--- src/npti_pkg.sv ---
package npti_pkg;

	localparam int COORD_W = 24;
	localparam int IDX_W = 12;
	localparam int TGT_W = 8;
	localparam int DIST_W = 50;
	localparam int CFG_W = 24;
	localparam int CFG_IDX_W = 2;

	localparam logic [CFG_IDX_W-1:0] REG_QUERY_X = 2'd0;
	localparam logic [CFG_IDX_W-1:0] REG_QUERY_Y = 2'd1;
	localparam logic [CFG_IDX_W-1:0] REG_QUERY_Z = 2'd2;

	typedef struct packed {
		logic signed [COORD_W-1:0] point_x;
		logic signed [COORD_W-1:0] point_y;
		logic signed [COORD_W-1:0] point_z;
		logic                      last_point;
	} point_item_t;

	typedef struct packed {
		logic [TGT_W-1:0]  target_index;
		logic              on_segment;
		logic [DIST_W-1:0] best_distance_sq;
	} result_item_t;

	typedef struct packed {
		logic signed [COORD_W-1:0] x;
		logic signed [COORD_W-1:0] y;
		logic signed [COORD_W-1:0] z;
	} pt_t;

	// One unit of work for the back part: an optional segment test from p to c
	// (followed by the node test of p), and an optional final node test of c.
	typedef struct packed {
		pt_t              p;
		pt_t              c;
		logic             seg;
		logic             fin;
		logic [IDX_W-1:0] idx;
		logic [IDX_W-1:0] last_idx;
	} job_t;

	typedef enum logic [3:0] {
		BK_IDLE,
		BK_MUL,
		BK_CHK,
		BK_DIVI,
		BK_DIV,
		BK_SUPD,
		BK_NODE,
		BK_FNODE,
		BK_OUT
	} back_state_t;

	typedef struct packed {
		logic pop;
		logic out_load;
	} back_ctl_t;

endpackage

--- src/npti_front.sv ---
module npti_front #(
	parameter int MAX_POINTS = 256,
	parameter int COORD_BITS = 24
) (
	input  logic                 clk,
	input  logic                 arst_n,
	input  logic                 point_valid,
	output logic                 point_stall,
	input  npti_pkg::point_item_t point,
	output logic                 push,
	output npti_pkg::job_t       job,
	input  logic                 full
);
	import npti_pkg::*;

	localparam int CNTW = $clog2(MAX_POINTS + 1);

	logic [CNTW-1:0] count_q;
	logic            have_prev_q;
	pt_t             prev_q;
	pt_t             cur;
	logic            take;
	logic            room;
	logic signed [COORD_BITS-1:0] tx, ty, tz;

	assign point_stall = full;
	assign take = point_valid && !full;
	assign room = count_q < CNTW'(MAX_POINTS);

	assign tx = point.point_x[COORD_BITS-1:0];
	assign ty = point.point_y[COORD_BITS-1:0];
	assign tz = point.point_z[COORD_BITS-1:0];
	assign cur.x = COORD_W'(tx);
	assign cur.y = COORD_W'(ty);
	assign cur.z = COORD_W'(tz);

	always_comb begin
		job.p = prev_q;
		job.c = room ? cur : prev_q;
		job.seg = room && have_prev_q;
		job.fin = point.last_point;
		job.idx = IDX_W'(count_q - CNTW'(1));
		job.last_idx = room ? IDX_W'(count_q) : IDX_W'(count_q - CNTW'(1));
		push = take && (job.seg || job.fin);
	end

	always_ff @(posedge clk or negedge arst_n) begin
		if (!arst_n) begin
			count_q <= '0;
			have_prev_q <= 1'b0;
			prev_q <= '0;
		end else if (take) begin
			if (point.last_point) begin
				count_q <= '0;
				have_prev_q <= 1'b0;
				prev_q <= '0;
			end else if (room) begin
				count_q <= count_q + CNTW'(1);
				have_prev_q <= 1'b1;
				prev_q <= cur;
			end
		end
	end

endmodule

--- config.mk ---
export PLATFORM = sky130hd
export DESIGN_NAME = npti_front
export DESIGN_NICKNAME = d
export VERILOG_FILES = /design/src/npti_pkg.sv /design/src/npti_front.sv
export SDC_FILE = /design/constraint.sdc
export NUM_CORES = 1
export LEC_CHECK = 0
export ABC_CLOCK_PERIOD_IN_PS = 2500
export BUFFER_PORTS_ARGS = -buffer_cell sky130_fd_sc_hd__clkbuf_2
export CORE_ASPECT_RATIO = 0.8
export CORE_UTILIZATION = 44
export CTS_CLUSTER_DIAMETER = 40
export DETAILED_ROUTE_END_ITERATION = 7
export GPL_TIMING_DRIVEN = 0
export PLACE_DENSITY = 0.76
export SYNTH_ARGS = -nofsm -noshare
export SYNTH_HDL_FRONTEND = slang
export SYNTH_SLANG_ARGS = --single-unit
--- constraint.sdc ---
create_clock -name clk -period 2.5 [get_ports clk]
set_clock_uncertainty 0.05 [all_clocks]
set_input_delay 0.5 -clock clk [delete_from_list [all_inputs] [get_ports clk]]
set_output_delay 0.5 -clock clk [all_outputs]
set_load 0.01 [all_outputs]
==> flow_metrics.env <==
export IMPL_finalPower_mw=3.89
export IMPL_critPathLaunchType="flip-flop"
export IMPL_grt_max_degree=44
export IMPL_rows=31
export IMPL_ys_warn_count=0
export IMPL_synthDistinctLibCells=46
export IMPL_pre_cts_slack_ps=-57.8
export IMPL_multiInputGateArea_um2=2040
export IMPL_met3_usage_pct=4.36
export IMPL_drcViolationCount=0
export IMPL_grt_pass1_wl_um=19600
export IMPL_clkTransAtPathRegs_ps=60
export IMPL_worstPathRequired_ps=1950
export IMPL_regArea_um2=2050
export IMPL_fillers=747
export IMPL_fin_util_pct=65.5
export IMPL_drive_gt1_share_pct=61.4
export IMPL_cp_slowest_cell="dfrtp_2"
export IMPL_synthSimpleGateAreaFrac_pct=6.16
export IMPL_cts_sinks=82
export IMPL_max_slew_margin_pct=61.9
export IMPL_grt_busiest_layer="met2"
export IMPL_wl_per_cell_um=16.6
export IMPL_antenna_found_initial=0
export IMPL_yosys_register_bits=82
export IMPL_clk_latency_ps=320
export IMPL_syn_to_final_growth_pct=41.7
export IMPL_fin_ws_ps=107
export IMPL_h_tree_depth=3
export IMPL_dieArea_um2=10100
export IMPL_cp_buffers_inverters=3
export IMPL_p_leak_nw=3.23
export IMPL_timing_final_crit_share_pct=95.7
export IMPL_met2_usage_pct=41.1
export IMPL_cts_buffers=9
export IMPL_setup_tns_ps=0
export IMPL_synthMuxAreaShare_pct=18.9
export IMPL_mostFrequentLayoutCell="clkbuf_2"
export IMPL_synth_edf_count=0
export IMPL_status="finished clean"
export IMPL_start_util_pct=46.3
export IMPL_num_nets_final=696
export IMPL_cp_end_kind="output port"
export IMPL_gp_congestion=0.840
export IMPL_worst_path_largest_cell_delay_ps=430
export IMPL_hold_class="in -> async"
export IMPL_grt_overflow_total=0
export IMPL_peakVddDrop_v=0.000336
export IMPL_critPathMaxFanout=3
export IMPL_setup_violations=0
export IMPL_fin_crit_ps=2390
export IMPL_port_buffers=245
export IMPL_max_cap_viol_count=0
export IMPL_path_cells="inv_2 -> ha_4 -> nor3b_4 -> nand4_1 -> ha_1 -> inv_1 -> clkbuf_2"
export IMPL_power_density_nw_per_um2=640
export IMPL_dieWidth_um=112
export IMPL_syn_area_um2=4290
export IMPL_use_met1_pct=32.3
export IMPL_drt_pass1_iter_count=4
export IMPL_slew_viol_final=0
export IMPL_via_per_inst=5.36
export IMPL_die_h_um=90.3
export IMPL_synthArstFlopShare_pct=100
export IMPL_synth_compound_area_share_pct=17.7
export IMPL_crit_type="reg -> out"
export IMPL_vias=3942
export IMPL_dp_hpwl_um=9320
export IMPL_max_freq_ghz=0.418
export IMPL_synthAdderAreaFrac_pct=0.875
export IMPL_arrival_ps=1840
export IMPL_cts_root_buf="clkbuf_16"
export IMPL_pin_count=249
export IMPL_cts_tree="yes"
export IMPL_yosysSeqAreaShare_pct=47.9
export IMPL_core_area_um2=9270
export IMPL_postSynthAreaPerCell_um2=12.1
export IMPL_clock_path_buffers=2
export IMPL_hold_violations=0
export IMPL_synth_xor_area_share_pct=2.66
export IMPL_synth_top_family_by_area="multiplexers"
export IMPL_grt_pass1_vias=3785
export IMPL_synth_flop_cell="dfrtp_1"
export IMPL_drt_iter0_drc=125
export IMPL_grt_total_usage_pct=24.1
export IMPL_crit_family="adder cells"
export IMPL_worst_slew_pin_slew_ps=571
export IMPL_postSynthCellCount=353
export IMPL_diodes=0
export IMPL_wirelength_um=12300
export IMPL_final_cell_mix="245 x clkbuf_2, 80 x dfrtp_1, 72 x mux2_2, 72 x a22o_1, 19 x buf_2"
export IMPL_ant_nets=0
==> sequential cells by signal, summed over array words and instances, names as in the netlist <==
| signal | count |
|---|---|
| count_q | 9 |
| job | 72 |
| have_prev_q | 1 |
==> layer usage <==
layer,wire length (um),up-vias
met2,6140,167
met4,96,0
met3,682,10
met5,0,-
met1,5340,1929
li1,-,1836
==> synthesized netlist by cell type, drive strengths merged, types with 4 or more instances <==
cell	number	share of area [%]
nor2	9	0.85
dfrtp	82	48
nand3	4	0.47
a21oi	4	0.47
clkbuf	8	0.73
mux2	72	19
xnor2	8	1.6
nand2	5	0.44
buf	32	4.3
inv	8	0.70
xor2	5	1.0
a22o	72	15
==> power breakdown <==
group / internal, mW / total (mW) / switching, mW
logic: 0.462 / 0.954 / 0.491
registers: 1.47 / 1.58 / 0.114
clock network: 0.794 / 1.36 / 0.562
total: 2.72 / 3.89 / 1.17
==> kinds of logic (layout without fill, tap and decap cells) <==
| kind of cell | count (synthesis) | count (layout) |
|---|---|---|
| adder cells (fa/ha/maj) | 3 | 3 |
| XOR/XNOR | 13 | 13 |
| other | 1 | 3 |
| AND/OR/NAND/NOR | 44 | 44 |
| buffers and inverters | 48 | 314 |
| AO/OA/AOI/OAI | 90 | 90 |
| multiplexers | 72 | 72 |
| flip-flops | 82 | 82 |
==> final cells by class <==
type	instances	share of cell area, %
Multi-Input combinational cell	225	33.5
Inverter	8	0.494
Sequential cell	82	33.8
Buffer	39	3.56
Tap cell	115	2.37
Clock inverter	7	1.34
Timing Repair Buffer	251	21.2
Clock buffer	9	3.71
==> worst register-to-register path, cell delays in order (launching register included) <==
cell and delay, ps:
dfrtp_1 410, clkbuf_4 240, buf_2 310, mux2_2 400, a22o_1 210
==> worst paths after layout <==
kind | cells past startpoint | from | slack [ps] | endpoint
setup / recovery | 7 | count_q[0]$_DFFE_PN0P_ | 110 | job[20]
hold / removal | 1 | arst_n | 140 | count_q[6]$_DFFE_PN0P_
setup reg to reg | 4 | count_q[8]$_DFFE_PN0P_ | 780 | job[156]$_DFFE_PN0P_
hold reg to reg | 1 | job[127]$_DFFE_PN0P_ | 480 | job[127]$_DFFE_PN0P_
min in group clk | 1 | job[127]$_DFFE_PN0P_ | 480 | job[127]$_DFFE_PN0P_
max in group asynchronous | 2 | arst_n | 1640 | job[169]$_DFFE_PN0P_
==> metrics by stage <==
| stage | hold slack, ps | cell area, um2 | std cells |
|---|---|---|---|
| 2_1_floorplan | 154 | 4300 | 355 |
| 3_3_place_gp | 456 | 5670 | 715 |
| 3_5_place_dp | 466 | 5690 | 716 |
| 4_1_cts | 162 | 6020 | 733 |
| 5_1_grt | 180 | 6080 | 736 |
| 6_report | 138 | 6080 | 736 |
==> timing repair <==
action,in CTS,in global routing
pin swaps,0,1
setup buffers,1,4
endpoints found under the setup margin,9,9
hold buffers,0,0
resized for setup,7,6
endpoints found under the hold margin,0,0
(Power assumes the default switching activity.)
