<file path="config.mk">
export PLATFORM = sky130hd
export DESIGN_NAME = npti_fifo
export DESIGN_NICKNAME = d
export VERILOG_FILES = /design/src/npti_pkg.sv /design/src/npti_fifo.sv
export SDC_FILE = /design/constraint.sdc
export NUM_CORES = 1
export LEC_CHECK = 0
export BUFFER_PORTS_ARGS = -buffer_cell sky130_fd_sc_hd__buf_2
export CORE_MARGIN = 2
export CORE_UTILIZATION = 45
export DETAILED_ROUTE_END_ITERATION = 8
export PLACE_DENSITY_LB_ADDON = 0.15
export SETUP_SLACK_MARGIN = 0.4
export SYNTH_ARGS = -nofsm -noshare
export SYNTH_HDL_FRONTEND = slang
export SYNTH_SLANG_ARGS = --single-unit
export TNS_END_PERCENT = 1
</file>
<file path="constraint.sdc">
create_clock -name clk -period 18.9 [get_ports clk]
set_input_delay 1.89 -clock clk [delete_from_list [all_inputs] [get_ports clk]]
set_output_delay 1.89 -clock clk [all_outputs]
set_load 0.1 [all_outputs]
</file>
<file path="src/npti_pkg.sv">
package npti_pkg;

	localparam int COORD_W = 24;
	localparam int IDX_W = 12;
	localparam int TGT_W = 8;
	localparam int DIST_W = 50;
	localparam int CFG_W = 24;
	localparam int CFG_IDX_W = 2;

	localparam logic [CFG_IDX_W-1:0] REG_QUERY_X = 2'd0;
	localparam logic [CFG_IDX_W-1:0] REG_QUERY_Y = 2'd1;
	localparam logic [CFG_IDX_W-1:0] REG_QUERY_Z = 2'd2;

	typedef struct packed {
		logic signed [COORD_W-1:0] point_x;
		logic signed [COORD_W-1:0] point_y;
		logic signed [COORD_W-1:0] point_z;
		logic                      last_point;
	} point_item_t;

	typedef struct packed {
		logic [TGT_W-1:0]  target_index;
		logic              on_segment;
		logic [DIST_W-1:0] best_distance_sq;
	} result_item_t;

	typedef struct packed {
		logic signed [COORD_W-1:0] x;
		logic signed [COORD_W-1:0] y;
		logic signed [COORD_W-1:0] z;
	} pt_t;

	// One unit of work for the back part: an optional segment test from p to c
	// (followed by the node test of p), and an optional final node test of c.
	typedef struct packed {
		pt_t              p;
		pt_t              c;
		logic             seg;
		logic             fin;
		logic [IDX_W-1:0] idx;
		logic [IDX_W-1:0] last_idx;
	} job_t;

	typedef enum logic [3:0] {
		BK_IDLE,
		BK_MUL,
		BK_CHK,
		BK_DIVI,
		BK_DIV,
		BK_SUPD,
		BK_NODE,
		BK_FNODE,
		BK_OUT
	} back_state_t;

	typedef struct packed {
		logic pop;
		logic out_load;
	} back_ctl_t;

endpackage

</file>
<file path="src/npti_fifo.sv">
module npti_fifo (
	input  logic           clk,
	input  logic           arst_n,
	input  logic           push,
	input  npti_pkg::job_t wr_data,
	input  logic           pop,
	output npti_pkg::job_t rd_data,
	output logic           full,
	output logic           empty
);
	import npti_pkg::*;

	job_t       mem_q [2];
	logic       wr_ptr_q;
	logic       rd_ptr_q;
	logic [1:0] fill_q;

	assign full = fill_q == 2'd2;
	assign empty = fill_q == 2'd0;
	assign rd_data = mem_q[rd_ptr_q];

	always_ff @(posedge clk) begin
		if (push) begin
			mem_q[wr_ptr_q] <= wr_data;
		end
	end

	always_ff @(posedge clk or negedge arst_n) begin
		if (!arst_n) begin
			wr_ptr_q <= 1'b0;
			rd_ptr_q <= 1'b0;
			fill_q <= 2'd0;
		end else begin
			if (push) begin
				wr_ptr_q <= !wr_ptr_q;
			end
			if (pop) begin
				rd_ptr_q <= !rd_ptr_q;
			end
			if (push && !pop) begin
				fill_q <= fill_q + 2'd1;
			end else if (pop && !push) begin
				fill_q <= fill_q - 2'd1;
			end
		end
	end

endmodule

</file>
==> results of run 1 <==
-- worst max-delay path by stage --
stage,to,cells after the start,start
floorplan,mem_q[0][0],1,push
global placement,rd_data[166],3,rd_ptr_q
detailed placement,rd_data[65],3,rd_ptr_q
CTS,rd_data[65],3,rd_ptr_q
global route,rd_data[41],3,rd_ptr_q
finish,rd_data[65],3,rd_ptr_q
-- metal layers --
metal | wire length (µm) | vias to the layer above | global-route usage [%]
li1 | - | 2924 | -
met1 | 9877 | 3040 | 19.37
met2 | 11690 | 265 | 26.00
met3 | 2337 | 41 | 6.442
met4 | 502 | 2 | 4.414
met5 | 13 | - | 0
-- synth_stat cells --
| master | instances |
|---|---|
| edfxtp_1 | 340 |
| dfrtp_1 | 4 |
| buf_6 | 11 |
| nor2b_1 | 2 |
| buf_2 | 8 |
| mux2_2 | 80 |
| xnor2_1 | 1 |
| ha_1 | 1 |
| nor2_1 | 2 |
| and2_1 | 1 |
| xor2_1 | 4 |
| inv_1 | 1 |
| mux2_4 | 90 |
-- state kept, by name, summed over array words and instances (netlist names) --
signal and flops:
wr_ptr_q 1, rd_ptr_q 1, mem_q 340, fill_q 2
-- logic make-up after synthesis --
logic type    synth area share, %
flops                       80.47
buf+inv                     1.309
simple gates               0.2051
xor+xnor                   0.3418
fa+ha+maj                 0.09764
mux                         17.58
-- through the flow --
step                area (µm²)  hold WS [ns]  setup WS (ns)  utilization [%]
floorplan                12810        0.4555          8.945                -
global placement         14910        0.4826          14.31            53.36
detailed placement       14910        0.4744          14.32            53.36
CTS                      16000        0.4956          13.78            57.29
global route             16000        0.5306          13.66            57.29
finish                   16010        0.4890          13.84            57.31
-- layout make-up --
cell class | count | area, µm² | share of cell area, %
clock inverters | 12 | 61.31 | 0.3830
repair buffers | 351 | 1772 | 11.07
clock buffers | 55 | 1036 | 6.471
diodes | 2 | 5.005 | 0.03126
well taps | 378 | 473.0 | 2.954
multi-input cells | 181 | 2345 | 14.65
flip-flops and latches | 344 | 10310 | 64.42
inverters | 1 | 3.754 | 0.02345
==> results.toml, run 1 <==
[timing]
fin_crit_sh_pct = 26.75
setup_viol = 0
rsz0062_at_grt = "false"
relSlewSlack_pct = 30.69
post-route-min-period_ns = 5.056
drv_slew = 0
report.final.hold_viol_count = 0
fin_tns_setup_ns = 0
worst_pin_slew_ns = 1.040
finClkSkew_ns = 0.01528
max_freq_ghz = 0.1978

[setup_path]
required_ns = 17.01
cp.arrival_ns = 3.17
reg2reg_slack_ns = 16.38
start_kind = "flop"
critPathKind = "flop to output pin"
critPathCaptureType = "output pin"
regToRegEndpoint = "mem_q[0][95]"
max_stage_delay_ns = 0.94
crit_path_cell_trace = "buf_4, mux2_4, buf_2"
crit_buf_inv = 2
r2r_cells = 2
path_delay_family = "buffers and inverters"
cp_max_fo = 60
regToRegStartpoint = "wr_ptr_q"
slowest_stage = "dfrtp_4"

[grt]
track_usage_pct = 15.80
grt_antenna_before_repair = 3
grt_pass1_wl_mm = 36.41
grt_pass1_vias = 6437
grt-ovfl-total = 0
grt_max_degree = 72

[synth]
synth_top_area_share_pct = 79.69
ys.warnings.count = 0
yosysTopAreaCell = "edfxtp_1"
synth_cells = 545
ys_seq_area_share_pct = 80.47
syn_nets = 720
synth_top_cells_by_area = "edfxtp_1, mux2_4, mux2_2"
ys_seq_elements = 344
syn_area_mm2 = 0.01281
yosysUniqueCellTypes = 13
syn_area_per_cell_um2 = 23.51

[die]
initial_core_util_pct = 45.87
io_pins = 346
rows = 61
die_h_um = 172.7
die_area_mm2 = 0.02984
core_mm2 = 0.02793
die_x_um = 172.7

[clock_tree]
postCtsSetupBuffers = 0
post_cts_resized = 0
clk_pin_slew_ns = 0.05
cts_tree = "done"
cts_buffers = 37
cts_buffer_depth = 3
htreeDepth = 2
clk_latency_ns = 0.50
cts.root.buffer_cell = "clkbuf_16"
hold_buffers = 0
clock_sinks = 344

[hold_path]
hold_start = "fill_q[1]"
holdPathEnd = "fill_q[1]"
hold_path_class = "flop to flop"
holdPathStages = 1

[outcome]
status = "finished, final reports clean"

[cells_and_area]
final_cell_mix = "buf_2, edfxtp_1, mux2_4"
drive_gt1_share_pct = 60.38
final_common_cell = "buf_2"
nets = 1091
fin_cells = 1324
fillers = 2234
synthToLayoutAreaGrowth_pct = 24.95

[route]
antenna_left = 0
post_drt_via_cell_ratio = 4.737
drc_errors = 0
wl_per_cell_um = 18.45
via_count = 6272
dr.pass1.iters = 4
drt-total-wl_mm = 24.43
initialDrtViolationCount = 417

[placement]
post-dp-hpwl_mm = 16.06
port_buffers = 345
dp_cells = 1255
place.gp.congestion = 0.7104

[job]
drv_cap = 0
Power of run 1 is left out: the tool's default activity adds up to more than one toggle a clock period on the data nets, which glitch-free logic cannot reach.
==> run 2, diff against run 1 <==
--- a/config.mk
+++ b/config.mk
@@ -5,6 +5,7 @@
 export SDC_FILE = /design/constraint.sdc
 export NUM_CORES = 1
 export LEC_CHECK = 0
+export ABC_AREA = 1
 export BUFFER_PORTS_ARGS = -buffer_cell sky130_fd_sc_hd__buf_2
 export CORE_MARGIN = 2
 export CORE_UTILIZATION = 45
==> constraint.sdc (replaced) <==
create_clock -name clk -period 4.42 [get_ports clk]
set_input_delay 0.442 -clock clk [delete_from_list [all_inputs] [get_ports clk]]
set_output_delay 0.442 -clock clk [all_outputs]
set_load 0.1 [all_outputs]
==> run 2 against run 1 <==
Effect of this change: non-clock buffer count up 2; cell count up 0.45%; routed wire length up 0.26%; critical endpoint is now rd_data[40].
==> results.toml, run 2 <==
[setup_path]
critPathCaptureType = "output pin"
critPathKind = "flop to output pin"
cp_max_fo = 68
path_delay_family = "buffers and inverters"
max_stage_delay_ns = 0.66
cp.arrival_ns = 2.36
start_kind = "flop"
slowest_stage = "dfrtp_4"
crit_path_cell_trace = "buf_12, mux2_2, buf_2"
required_ns = 3.98
crit_buf_inv = 2

[timing]
finClkSkew_ns = 0.01009
max_freq_ghz = 0.3575
worst_hold_slack_ns = 0.1331
rsz0062_at_grt = "false"
relSlewSlack_pct = 53.69
fin_crit_sh_pct = 63.29
setup_viol = 0
drv_slew = 0
worst_pin_slew_ns = 0.6946
fin_tns_setup_ns = 0
post-route-min-period_ns = 2.797
report.final.hold_viol_count = 0

[route]
drc_errors = 0
post_drt_via_cell_ratio = 4.794
antenna_left = 0
dr.pass1.iters = 4
wl_per_cell_um = 18.41
drt-total-wl_mm = 24.49
via_count = 6376
initialDrtViolationCount = 368

[synth]
syn_nets = 729
ys_seq_area_share_pct = 80.34
synth_most_common_cell = "edfxtp_1"
syn_area_per_cell_um2 = 23.16
ys.warnings.count = 0
synth-main-ff-cell = "edfxtp_1"
synth_common_cells = "edfxtp_1, mux2_4, mux2_2"
ys_seq_elements = 344
synth_cells = 554
synthArstFlopShare_pct = 1.163
synth_edf_count = 340
yosysTopAreaCell = "edfxtp_1"
synth_top_area_share_pct = 79.56
yosysUniqueCellTypes = 14
syn_area_mm2 = 0.01283
synth_top_cells_by_area = "edfxtp_1, mux2_4, mux2_2"

[grt]
gr-usage-met1_pct = 20.63
grt-ovfl-total = 0
grt_pass1_wl_mm = 36.36
met3_usage_pct = 6.706
busiest_layer = "met2"
grt_antenna_before_repair = 7
grtUsageMet2_pct = 24.62
grt_max_degree = 113
grt_pass1_vias = 6505
track_usage_pct = 15.80

[clock_tree]
clk_latency_ns = 0.49
clk_pin_slew_ns = 0.05
postCtsSetupBuffers = 0
htreeDepth = 2
cts_buffers = 37
cts.root.buffer_cell = "clkbuf_16"
cts_tree = "done"
clock_sinks = 344
cts_buffer_depth = 3

[die]
die_area_mm2 = 0.02988
rows = 61
io_pins = 346
die_h_um = 172.9
core_mm2 = 0.02793
initial_core_util_pct = 45.94
die_x_um = 172.9

[placement]
port_buffers = 345
placed_area_mm2 = 0.01500
post-dp-hpwl_mm = 16.17
place.gp.congestion = 0.6974

[cells_and_area]
fillers = 2169
top_regs = "mem_q x340, fill_q x2"
post-route-util_pct = 57.64
final_cell_mix = "buf_2, edfxtp_1, mux2_4"
largest_reg_flops = 340
synthToLayoutAreaGrowth_pct = 25.47
ff_latch_area_mm2 = 0.01031
drive_gt1_share_pct = 60.15
multi_input_area_mm2 = 0.002340
stdcell_area_mm2 = 0.01610
final_common_cell = "buf_2"
top_register = "mem_q"
nets = 1102

[outcome]
status = "finished, final reports clean"

[hold_path]
hold_path_class = "primary input to flop"

[job]
drv_cap = 0
## run 2: changes by cell type in the layout (fill, tap and decap cells not counted), moves of 2 or more
cell	before	now
clkbuf_16	39	37
clkinv_2	5	7
bufinv_16	0	2
buf_4	6	2
clkbuf_1	16	10
inv_1	1	6
buf_12	0	5
nand2_1	0	5
xor2_1	4	2
## run 2: worst reg2reg max path, cell delays in order, from the launching register on
cell and delay, ns:
dfrtp_1 0.41, nand2_1 0.14, inv_6 0.48, buf_4 0.55
## run 2: timing repair
item                                   in CTS  in global routing
hold buffers                                1                  0
gates resized for setup                     0                  0
endpoints found under the hold margin       4                  0
## run 2: final cells by class
class,instances,share of cell area (%)
Timing Repair Buffer,353,11.50
Inverter,7,0.1943
Clock inverter,16,0.7771
Sequential cell,344,64.06
Tap cell,378,2.938
Clock buffer,47,5.984
Multi-Input combinational cell,184,14.53
Antenna cell,1,0.01554
## run 2: worst paths after layout
kind / startpoint / to / slack [ns] / depth (start not counted)
worst max-delay path: rd_ptr_q / rd_data[40] / 1.62 / 3
worst min-delay path: wr_data[15] / mem_q[1][15] / 0.13 / 1
worst max register to register: wr_ptr_q / mem_q[1][88] / 2.48 / 3
worst min register to register: fill_q[1] / fill_q[1] / 0.51 / 2
max in group asynchronous: arst_n / rd_ptr_q / 3.91 / 2
min in group asynchronous: arst_n / wr_ptr_q / 0.34 / 2
## run 2: kinds of logic after synthesis
family	after synthesis	share of synthesized area (%)
xor+xnor	3	0.2048
fa+ha+maj	1	0.09749
buf+inv	26	1.482
flops	344	80.34
mux	170	17.55
simple gates	10	0.3218
## run 2: per-layer routing
layer	wire [µm]	up-vias	part of all wire, %
met5	42	-	0.17
met4	352	8	1.4
met3	2643	34	11
met2	11340	284	46
met1	10110	3096	41
li1	-	2954	-
## run 2: metrics by stage
| step | std cells | worst slack [ns] |
|---|---|---|
| floorplan | 554 | 0.1160 |
| global placement | 1265 | 2.091 |
| detailed placement | 1265 | 2.111 |
| CTS | 1329 | 1.574 |
| global route | 1329 | 1.498 |
| finish | 1330 | 1.623 |
Power of run 2 is left out for the same reason.
