--- src/npti_pkg.sv ---
package npti_pkg;

	localparam int COORD_W = 24;
	localparam int IDX_W = 12;
	localparam int TGT_W = 8;
	localparam int DIST_W = 50;
	localparam int CFG_W = 24;
	localparam int CFG_IDX_W = 2;

	localparam logic [CFG_IDX_W-1:0] REG_QUERY_X = 2'd0;
	localparam logic [CFG_IDX_W-1:0] REG_QUERY_Y = 2'd1;
	localparam logic [CFG_IDX_W-1:0] REG_QUERY_Z = 2'd2;

	typedef struct packed {
		logic signed [COORD_W-1:0] point_x;
		logic signed [COORD_W-1:0] point_y;
		logic signed [COORD_W-1:0] point_z;
		logic                      last_point;
	} point_item_t;

	typedef struct packed {
		logic [TGT_W-1:0]  target_index;
		logic              on_segment;
		logic [DIST_W-1:0] best_distance_sq;
	} result_item_t;

	typedef struct packed {
		logic signed [COORD_W-1:0] x;
		logic signed [COORD_W-1:0] y;
		logic signed [COORD_W-1:0] z;
	} pt_t;

	// One unit of work for the back part: an optional segment test from p to c
	// (followed by the node test of p), and an optional final node test of c.
	typedef struct packed {
		pt_t              p;
		pt_t              c;
		logic             seg;
		logic             fin;
		logic [IDX_W-1:0] idx;
		logic [IDX_W-1:0] last_idx;
	} job_t;

	typedef enum logic [3:0] {
		BK_IDLE,
		BK_MUL,
		BK_CHK,
		BK_DIVI,
		BK_DIV,
		BK_SUPD,
		BK_NODE,
		BK_FNODE,
		BK_OUT
	} back_state_t;

	typedef struct packed {
		logic pop;
		logic out_load;
	} back_ctl_t;

endpackage

--- src/npti_back.sv ---
module npti_back #(
	parameter int MAX_POINTS = 256,
	parameter int COORD_BITS = 24
) (
	input  logic                   clk,
	input  logic                   arst_n,
	input  npti_pkg::pt_t          query,
	input  logic                   empty,
	input  npti_pkg::job_t         job,
	output npti_pkg::back_ctl_t    ctl,
	output logic                   result_valid,
	input  logic                   result_stall,
	output npti_pkg::result_item_t result
);
	import npti_pkg::*;

	localparam int IW = $clog2(MAX_POINTS);
	localparam int DW = COORD_BITS + 1;
	localparam int MW = DW + 1;
	localparam int SW = 2 * DW;
	localparam int DOTW = SW + 1;
	localparam int SQW = 2 * SW;
	localparam int DCW = $clog2(SW + 1);

	// Multiply schedule: squares of w, squares of d, w.d, final node, dot squared.
	localparam logic [3:0] K_WW0 = 4'd0;
	localparam logic [3:0] K_DOT2 = 4'd8;
	localparam logic [3:0] K_FIN0 = 4'd9;
	localparam logic [3:0] K_FIN2 = 4'd11;
	localparam logic [3:0] K_SQ0 = 4'd12;
	localparam logic [3:0] K_SQ2 = 4'd14;

	back_state_t state_q, state_d;
	job_t        job_q;
	logic [3:0]  k_q;
	logic [SW-1:0] ww_q, dd_q, q_q, r_q, num_q;
	logic signed [DOTW-1:0] dot_q;
	logic [SQW-1:0] sq_q;
	logic [DCW-1:0] dcnt_q;
	logic [DIST_W-1:0] best_q;
	logic [IW-1:0] best_idx_q;
	logic          best_seg_q;

	logic signed [COORD_BITS-1:0] px, py, pz, cx, cy, cz, qx, qy, qz;
	logic signed [DW-1:0] wx, wy, wz, dx, dy, dz, fx, fy, fz;
	logic signed [MW-1:0] ma, mb;
	logic signed [2*MW-1:0] prod;
	logic [SW-1:0] dotu;
	logic seg_ok;
	logic out_free;
	logic [SW:0] rs;
	logic [SW-1:0] score;
	logic node_better;
	logic [IW:0] tgt_raw, tgt_lim, tgt;

	assign px = job_q.p.x[COORD_BITS-1:0];
	assign py = job_q.p.y[COORD_BITS-1:0];
	assign pz = job_q.p.z[COORD_BITS-1:0];
	assign cx = job_q.c.x[COORD_BITS-1:0];
	assign cy = job_q.c.y[COORD_BITS-1:0];
	assign cz = job_q.c.z[COORD_BITS-1:0];
	assign qx = query.x[COORD_BITS-1:0];
	assign qy = query.y[COORD_BITS-1:0];
	assign qz = query.z[COORD_BITS-1:0];

	assign wx = DW'(qx) - DW'(px);
	assign wy = DW'(qy) - DW'(py);
	assign wz = DW'(qz) - DW'(pz);
	assign dx = DW'(cx) - DW'(px);
	assign dy = DW'(cy) - DW'(py);
	assign dz = DW'(cz) - DW'(pz);
	assign fx = DW'(qx) - DW'(cx);
	assign fy = DW'(qy) - DW'(cy);
	assign fz = DW'(qz) - DW'(cz);

	assign dotu = dot_q[SW-1:0];

	always_comb begin
		case (k_q)
			4'd0:    begin ma = MW'(wx); mb = MW'(wx); end
			4'd1:    begin ma = MW'(wy); mb = MW'(wy); end
			4'd2:    begin ma = MW'(wz); mb = MW'(wz); end
			4'd3:    begin ma = MW'(dx); mb = MW'(dx); end
			4'd4:    begin ma = MW'(dy); mb = MW'(dy); end
			4'd5:    begin ma = MW'(dz); mb = MW'(dz); end
			4'd6:    begin ma = MW'(wx); mb = MW'(dx); end
			4'd7:    begin ma = MW'(wy); mb = MW'(dy); end
			4'd8:    begin ma = MW'(wz); mb = MW'(dz); end
			4'd9:    begin ma = MW'(fx); mb = MW'(fx); end
			4'd10:   begin ma = MW'(fy); mb = MW'(fy); end
			4'd11:   begin ma = MW'(fz); mb = MW'(fz); end
			4'd12: begin
				ma = $signed({1'b0, dotu[DW-1:0]});
				mb = $signed({1'b0, dotu[DW-1:0]});
			end
			4'd13: begin
				ma = $signed({1'b0, dotu[DW-1:0]});
				mb = $signed({1'b0, dotu[SW-1:DW]});
			end
			4'd14: begin
				ma = $signed({1'b0, dotu[SW-1:DW]});
				mb = $signed({1'b0, dotu[SW-1:DW]});
			end
			default: begin ma = '0; mb = '0; end
		endcase
	end

	assign prod = ma * mb;

	assign seg_ok = (dot_q > 0) && ($unsigned(dot_q) <= {1'b0, dd_q});
	assign out_free = !result_valid || !result_stall;
	assign rs = {r_q, num_q[SW-1]};
	assign score = ww_q - q_q;
	assign node_better = (ww_q != '0) && (DIST_W'(ww_q) < best_q);

	assign tgt_raw = {1'b0, best_idx_q} + (IW + 1)'(best_seg_q);
	assign tgt_lim = {1'b0, job_q.last_idx[IW-1:0]};
	assign tgt = (tgt_raw > tgt_lim) ? tgt_lim : tgt_raw;

	always_comb begin
		state_d = state_q;
		case (state_q)
			BK_IDLE:  if (!empty) state_d = BK_MUL;
			BK_MUL: begin
				if (k_q == K_DOT2) begin
					state_d = BK_CHK;
				end else if (k_q == K_FIN2) begin
					state_d = BK_FNODE;
				end else if (k_q == K_SQ2) begin
					state_d = BK_DIVI;
				end
			end
			BK_CHK:   state_d = seg_ok ? BK_MUL : BK_NODE;
			BK_DIVI:  state_d = BK_DIV;
			BK_DIV:   if (dcnt_q == DCW'(1)) state_d = BK_SUPD;
			BK_SUPD:  state_d = BK_NODE;
			BK_NODE:  state_d = job_q.fin ? BK_MUL : BK_IDLE;
			BK_FNODE: state_d = BK_OUT;
			BK_OUT:   if (out_free) state_d = BK_IDLE;
			default:  state_d = BK_IDLE;
		endcase
	end

	always_comb begin
		ctl.pop = (state_q == BK_IDLE) && !empty;
		ctl.out_load = (state_q == BK_OUT) && out_free;
	end

	always_ff @(posedge clk or negedge arst_n) begin
		if (!arst_n) begin
			state_q <= BK_IDLE;
			best_q <= '1;
			best_idx_q <= '0;
			best_seg_q <= 1'b0;
			result_valid <= 1'b0;
		end else begin
			state_q <= state_d;
			if (ctl.out_load) begin
				result_valid <= 1'b1;
			end else if (result_valid && !result_stall) begin
				result_valid <= 1'b0;
			end
			case (state_q)
				BK_SUPD: begin
					if (DIST_W'(score) < best_q) begin
						best_q <= DIST_W'(score);
						best_idx_q <= job_q.idx[IW-1:0];
						best_seg_q <= 1'b1;
					end
				end
				BK_NODE: begin
					if (node_better) begin
						best_q <= DIST_W'(ww_q);
						best_idx_q <= job_q.idx[IW-1:0];
						best_seg_q <= 1'b0;
					end
				end
				BK_FNODE: begin
					if (node_better) begin
						best_q <= DIST_W'(ww_q);
						best_idx_q <= job_q.last_idx[IW-1:0];
						best_seg_q <= 1'b0;
					end
				end
				BK_OUT: begin
					if (ctl.out_load) begin
						best_q <= '1;
						best_idx_q <= '0;
						best_seg_q <= 1'b0;
					end
				end
				default: begin
				end
			endcase
		end
	end

	always_ff @(posedge clk) begin
		case (state_q)
			BK_IDLE: begin
				job_q <= job;
				ww_q <= '0;
				dd_q <= '0;
				dot_q <= '0;
				sq_q <= '0;
				k_q <= job.seg ? K_WW0 : K_FIN0;
			end
			BK_MUL: begin
				k_q <= k_q + 4'd1;
				if (k_q <= 4'd2 || (k_q >= K_FIN0 && k_q <= K_FIN2)) begin
					ww_q <= ww_q + prod[SW-1:0];
				end else if (k_q <= 4'd5) begin
					dd_q <= dd_q + prod[SW-1:0];
				end else if (k_q <= K_DOT2) begin
					dot_q <= dot_q + DOTW'(prod);
				end else if (k_q == K_SQ0) begin
					sq_q <= sq_q + SQW'(prod[SW-1:0]);
				end else if (k_q == 4'd13) begin
					sq_q <= sq_q + (SQW'(prod[SW-1:0]) << (DW + 1));
				end else begin
					sq_q <= sq_q + (SQW'(prod[SW-1:0]) << SW);
				end
			end
			BK_CHK: begin
				k_q <= K_SQ0;
			end
			BK_DIVI: begin
				r_q <= sq_q[SQW-1:SW];
				num_q <= sq_q[SW-1:0];
				q_q <= '0;
				dcnt_q <= DCW'(SW);
			end
			BK_DIV: begin
				if (rs >= {1'b0, dd_q}) begin
					r_q <= SW'(rs - {1'b0, dd_q});
					q_q <= {q_q[SW-2:0], 1'b1};
				end else begin
					r_q <= rs[SW-1:0];
					q_q <= {q_q[SW-2:0], 1'b0};
				end
				num_q <= num_q << 1;
				dcnt_q <= dcnt_q - DCW'(1);
			end
			BK_NODE: begin
				ww_q <= '0;
				k_q <= K_FIN0;
			end
			BK_OUT: begin
				if (ctl.out_load) begin
					result.target_index <= TGT_W'(tgt);
					result.on_segment <= best_seg_q;
					result.best_distance_sq <= best_q;
				end
			end
			default: begin
			end
		endcase
	end

endmodule

--- config.mk ---
export PLATFORM = sky130hd
export DESIGN_NAME = npti_back
export DESIGN_NICKNAME = d
export VERILOG_FILES = /design/src/npti_pkg.sv /design/src/npti_back.sv
export SDC_FILE = /design/constraint.sdc
export NUM_CORES = 2
export LEC_CHECK = 0
export BUFFER_PORTS_ARGS = -buffer_cell sky130_fd_sc_hd__buf_2
export CAP_MARGIN = 20
export CORE_MARGIN = 1
export CORE_UTILIZATION = 65
export DETAILED_ROUTE_END_ITERATION = 7
export GPL_TIMING_DRIVEN = 1
export PLACE_DENSITY = 0.85
export RECOVER_POWER = 100
export SYNTH_ARGS = -nofsm -noshare
export SYNTH_HDL_FRONTEND = slang
export SYNTH_SLANG_ARGS = --single-unit
--- constraint.sdc ---
create_clock -name clk -period 15.2 [get_ports clk]
set_input_delay 3.04 -clock clk [delete_from_list [all_inputs] [get_ports clk]]
set_output_delay 3.04 -clock clk [all_outputs]
set_load 0.01 [all_outputs]
==> results by group <==
Status
  • Status: complete, but fails checks
  • Failing checks: capacitance limit, slew limit, setup timing

STA
  • Unrepaired setup endpoints after global routing: true
  • # setup viols final: 96
  • Max Fclk: 61.6 MHz
  • Minimum clock period after layout: 16.23 ns
  • Hold Vio Cnt, Final: 0
  • Worst hold slack: 0.460 ns
  • Max Transition Viols Final: 1128
  • Final period util: 1.07
  • Slew at the pin closest to its max-slew limit: 4.23 ns
  • Setup Skew: 0.0789 ns
  • Slew HR: -1.82
  • PnR worst setup slack: -1.03 ns

Worst setup path
  • Worst path required time: 15.79 ns
  • Arrival time worst endpoint: 16.82 ns
  • CP peak stage delay: 1.02 ns
  • Kind of critical path: in -> reg
  • R2R cell count: 53
  • CP endpoint kind: flip-flop
  • Setup crit start kind: input pin
  • Most used cell, CP: fa_1
  • RR Endpoint: sq_q[84]
  • R2R Setup Slk: -0.06 ns
  • Worst-path cell with the longest stage delay: fa_1
  • RR Startpoint: k_q[2]
  • CP Launch Point: query[0]
  • Crit path max fanout: 28

Floorplan
  • Initial Utilization: 0.659
  • Cell Rows: 135
  • I/O pin count: 308
  • Die H: 373 um
  • Die W: 373 um
  • Core area: 136000 um2
  • Die area: 139000 um2

Logic synthesis
  • Synthesized net count: 12137
  • Post-synthesis sequential area ratio: 0.230
  • Ys async rst share: 0.0921
  • Post-synthesis cell area: 89700 um2
  • Syn_area_per_cell: 8.75 um2
  • Primary FF master, synth: edfxtp_1
  • Syn Inst Count: 10246
  • YS warnings: 0
  • Post-synth EDFFs: 631
  • Number of synthesized register bits: 695
  • Synth cell types: 93

Global routing
  • Vias in the first global route: 90983
  • Global-route wire length before repair: 522000 um
  • Total gr overflow: 0
  • Total track usage: 0.488
  • Largest net degree at the start of global routing: 97
  • Antenna violations before repair: 23

Place
  • Pre-CTS setup slack: -1.57 ns
  • DP Area: 104000 um2
  • Post-DP HPWL: 274000 um
  • I/O Buffers: 299
  • GPL Wtd Cong: 1.09

Detailed routing
  • Vias per inst: 6.72
  • Initial DRC Count: 13073
  • DR WL/cell: 26.4 um
  • Post-Route WL: 364000 um
  • Antenna viol nets, final: 0
  • # DRC: 0
  • Drt first pass iters: 8
  • Vias after detailed routing: 92601

Clock network
  • H-tree depth: 3
  • Total CTS buffers: 85
  • Clk_lat worst skew: 0.76 ns
  • Total clock sinks: 695
  • Hold Buf Count CTS: 0
  • Clock Tree Buf Depth: 3
  • CTS tree: yes
  • CTS root buf: clkbuf_16
  • Worst-path clk slew: 0.06 ns

Cells and area
  • Share of cells above drive strength 1: 0.194
  • Most common cell after layout, fill and taps aside: buf_4
  • Area Growth Syn to Fin: 21.9%
  • # fillers: 8399
  • Most frequent cells in the layout: buf_4, inv_1, nand2_1, ha_1, a21oi_1
  • Core Util, Final: 0.803
  • Nets: 13809
  • Fin area: 109000 um2

Power
  • P_leak: 51.2 nW
  • Cell area power density: 296 nW/um2
  • Maximum vdd drop: 0.000386 V
  • PnR Total Power: 0.0323 W

Flow run
  • Max Cap Violations: 23

Hold path
  • Hold Path Stages: 2
  • Hold_sp: num_q[10]
  • Hold Path End: num_q[11]
  • Tightest Hold Check Type: reg -> reg
final cells by class:
cell class	count	area [um2]	share of cell area
timing repair buffer	1936	14200	0.130
multi-input combinational	8025	64900	0.594
clock inverter	52	654	0.00599
inverter	1175	4420	0.0404
sequential	695	20600	0.189
tap	1781	2230	0.0204
clock buffer	104	2280	0.0209
antenna	14	35.0	0.000320
power breakdown:
group | internal, W | switching [W]
logic | 0.0130 | 0.0149
registers | 0.00224 | 0.0000000000000000000125
clock network | 0.00120 | 0.000967
Yosys cell counts (41+ instances only):
| library cell | count | area share |
|---|---|---|
| o22ai_1 | 41 | 0.0029 |
| o211ai_1 | 54 | 0.0045 |
| o21a_1 | 120 | 0.010 |
| nand3_1 | 169 | 0.0094 |
| nand2b_1 | 138 | 0.0096 |
| edfxtp_1 | 631 | 0.21 |
| inv_1 | 1175 | 0.049 |
| o21ai_0 | 503 | 0.028 |
| xnor2_1 | 390 | 0.038 |
| or3_1 | 46 | 0.0032 |
| nor4_1 | 57 | 0.0040 |
| o221ai_1 | 70 | 0.0068 |
| clkbuf_1 | 328 | 0.014 |
| nand2_1 | 1150 | 0.048 |
| dfstp_2 | 50 | 0.015 |
| nor2_1 | 737 | 0.031 |
| a31oi_1 | 93 | 0.0065 |
| and3_1 | 85 | 0.0059 |
| nand4_1 | 104 | 0.0073 |
| nor2b_1 | 137 | 0.0096 |
| a211oi_1 | 122 | 0.010 |
| a22oi_1 | 48 | 0.0040 |
| and2_1 | 189 | 0.013 |
| o21bai_1 | 94 | 0.0079 |
| xor2_1 | 245 | 0.024 |
| a21oi_1 | 779 | 0.043 |
| a21o_1 | 361 | 0.030 |
| fa_1 | 719 | 0.16 |
| nor3_1 | 122 | 0.0068 |
| ha_1 | 926 | 0.13 |
timing repair:
item	in CTS	in global routing
buffers inserted	17	50
gates cloned	0	1
endpoints found under the setup margin	86	100
pin swaps	44	221
gates resized for setup	93	359
critical path: cells and delay by family:
kind / cells / cell delay (ns)
AO/OA/AOI/OAI: 16 / 3.64
AND/OR/NAND/NOR: 12 / 1.82
buffers and inverters: 18 / 2.51
XOR/XNOR: 2 / 0.45
adder cells (fa/ha/maj): 11 / 5.30
through the flow:
step	TNS, ns	instances
2_1_floorplan	0	10246
6_report	-54.15	13782
3_3_place_gp	-98.49	13544
3_5_place_dp	-121.76	13544
4_1_cts	-0.113	13717
5_1_grt	-62.26	13769
registers in the layout, summed over array words and instances (netlist names), 50 cells and up:
signal  flops
sq_q      100
r_q        50
result     59
q_q        50
num_q      50
ww_q       50
dd_q       50
best_q     50
dot_q      51
per-layer routing:
layer / track usage / wire (um) / share of wire
met4: 0.352 / 35600 / 0.098
met3: 0.142 / 52500 / 0.14
met2: 0.745 / 154000 / 0.42
met1: 0.590 / 122000 / 0.33
met5: 0 / 200 / 0.00055
logic make-up after synthesis:
kind of cell               after synthesis  synth area share
AOI/OAI and AO/OA                     2678             0.194
xor gates and xnor gates               636            0.0623
adders and majority gates             1645             0.290
buffers and inverters                 1526            0.0642
DFF                                    695             0.230
muxes                                   20           0.00226
and+or+nand+nor                       3046             0.158
worst max-delay path by stage:
stage | endpoint | slack (ns) | cells after the start
after floorplan | sq_q[63] | 0.004 | 56
after global placement | sq_q[92] | -1.37 | 59
after detailed placement | dd_q[49] | -1.57 | 57
after CTS | sq_q[92] | -0.04 | 60
after global routing | sq_q[92] | -1.01 | 58
final | sq_q[84] | -1.03 | 59
No activity file was read; power rests on OpenSTA's default activity.
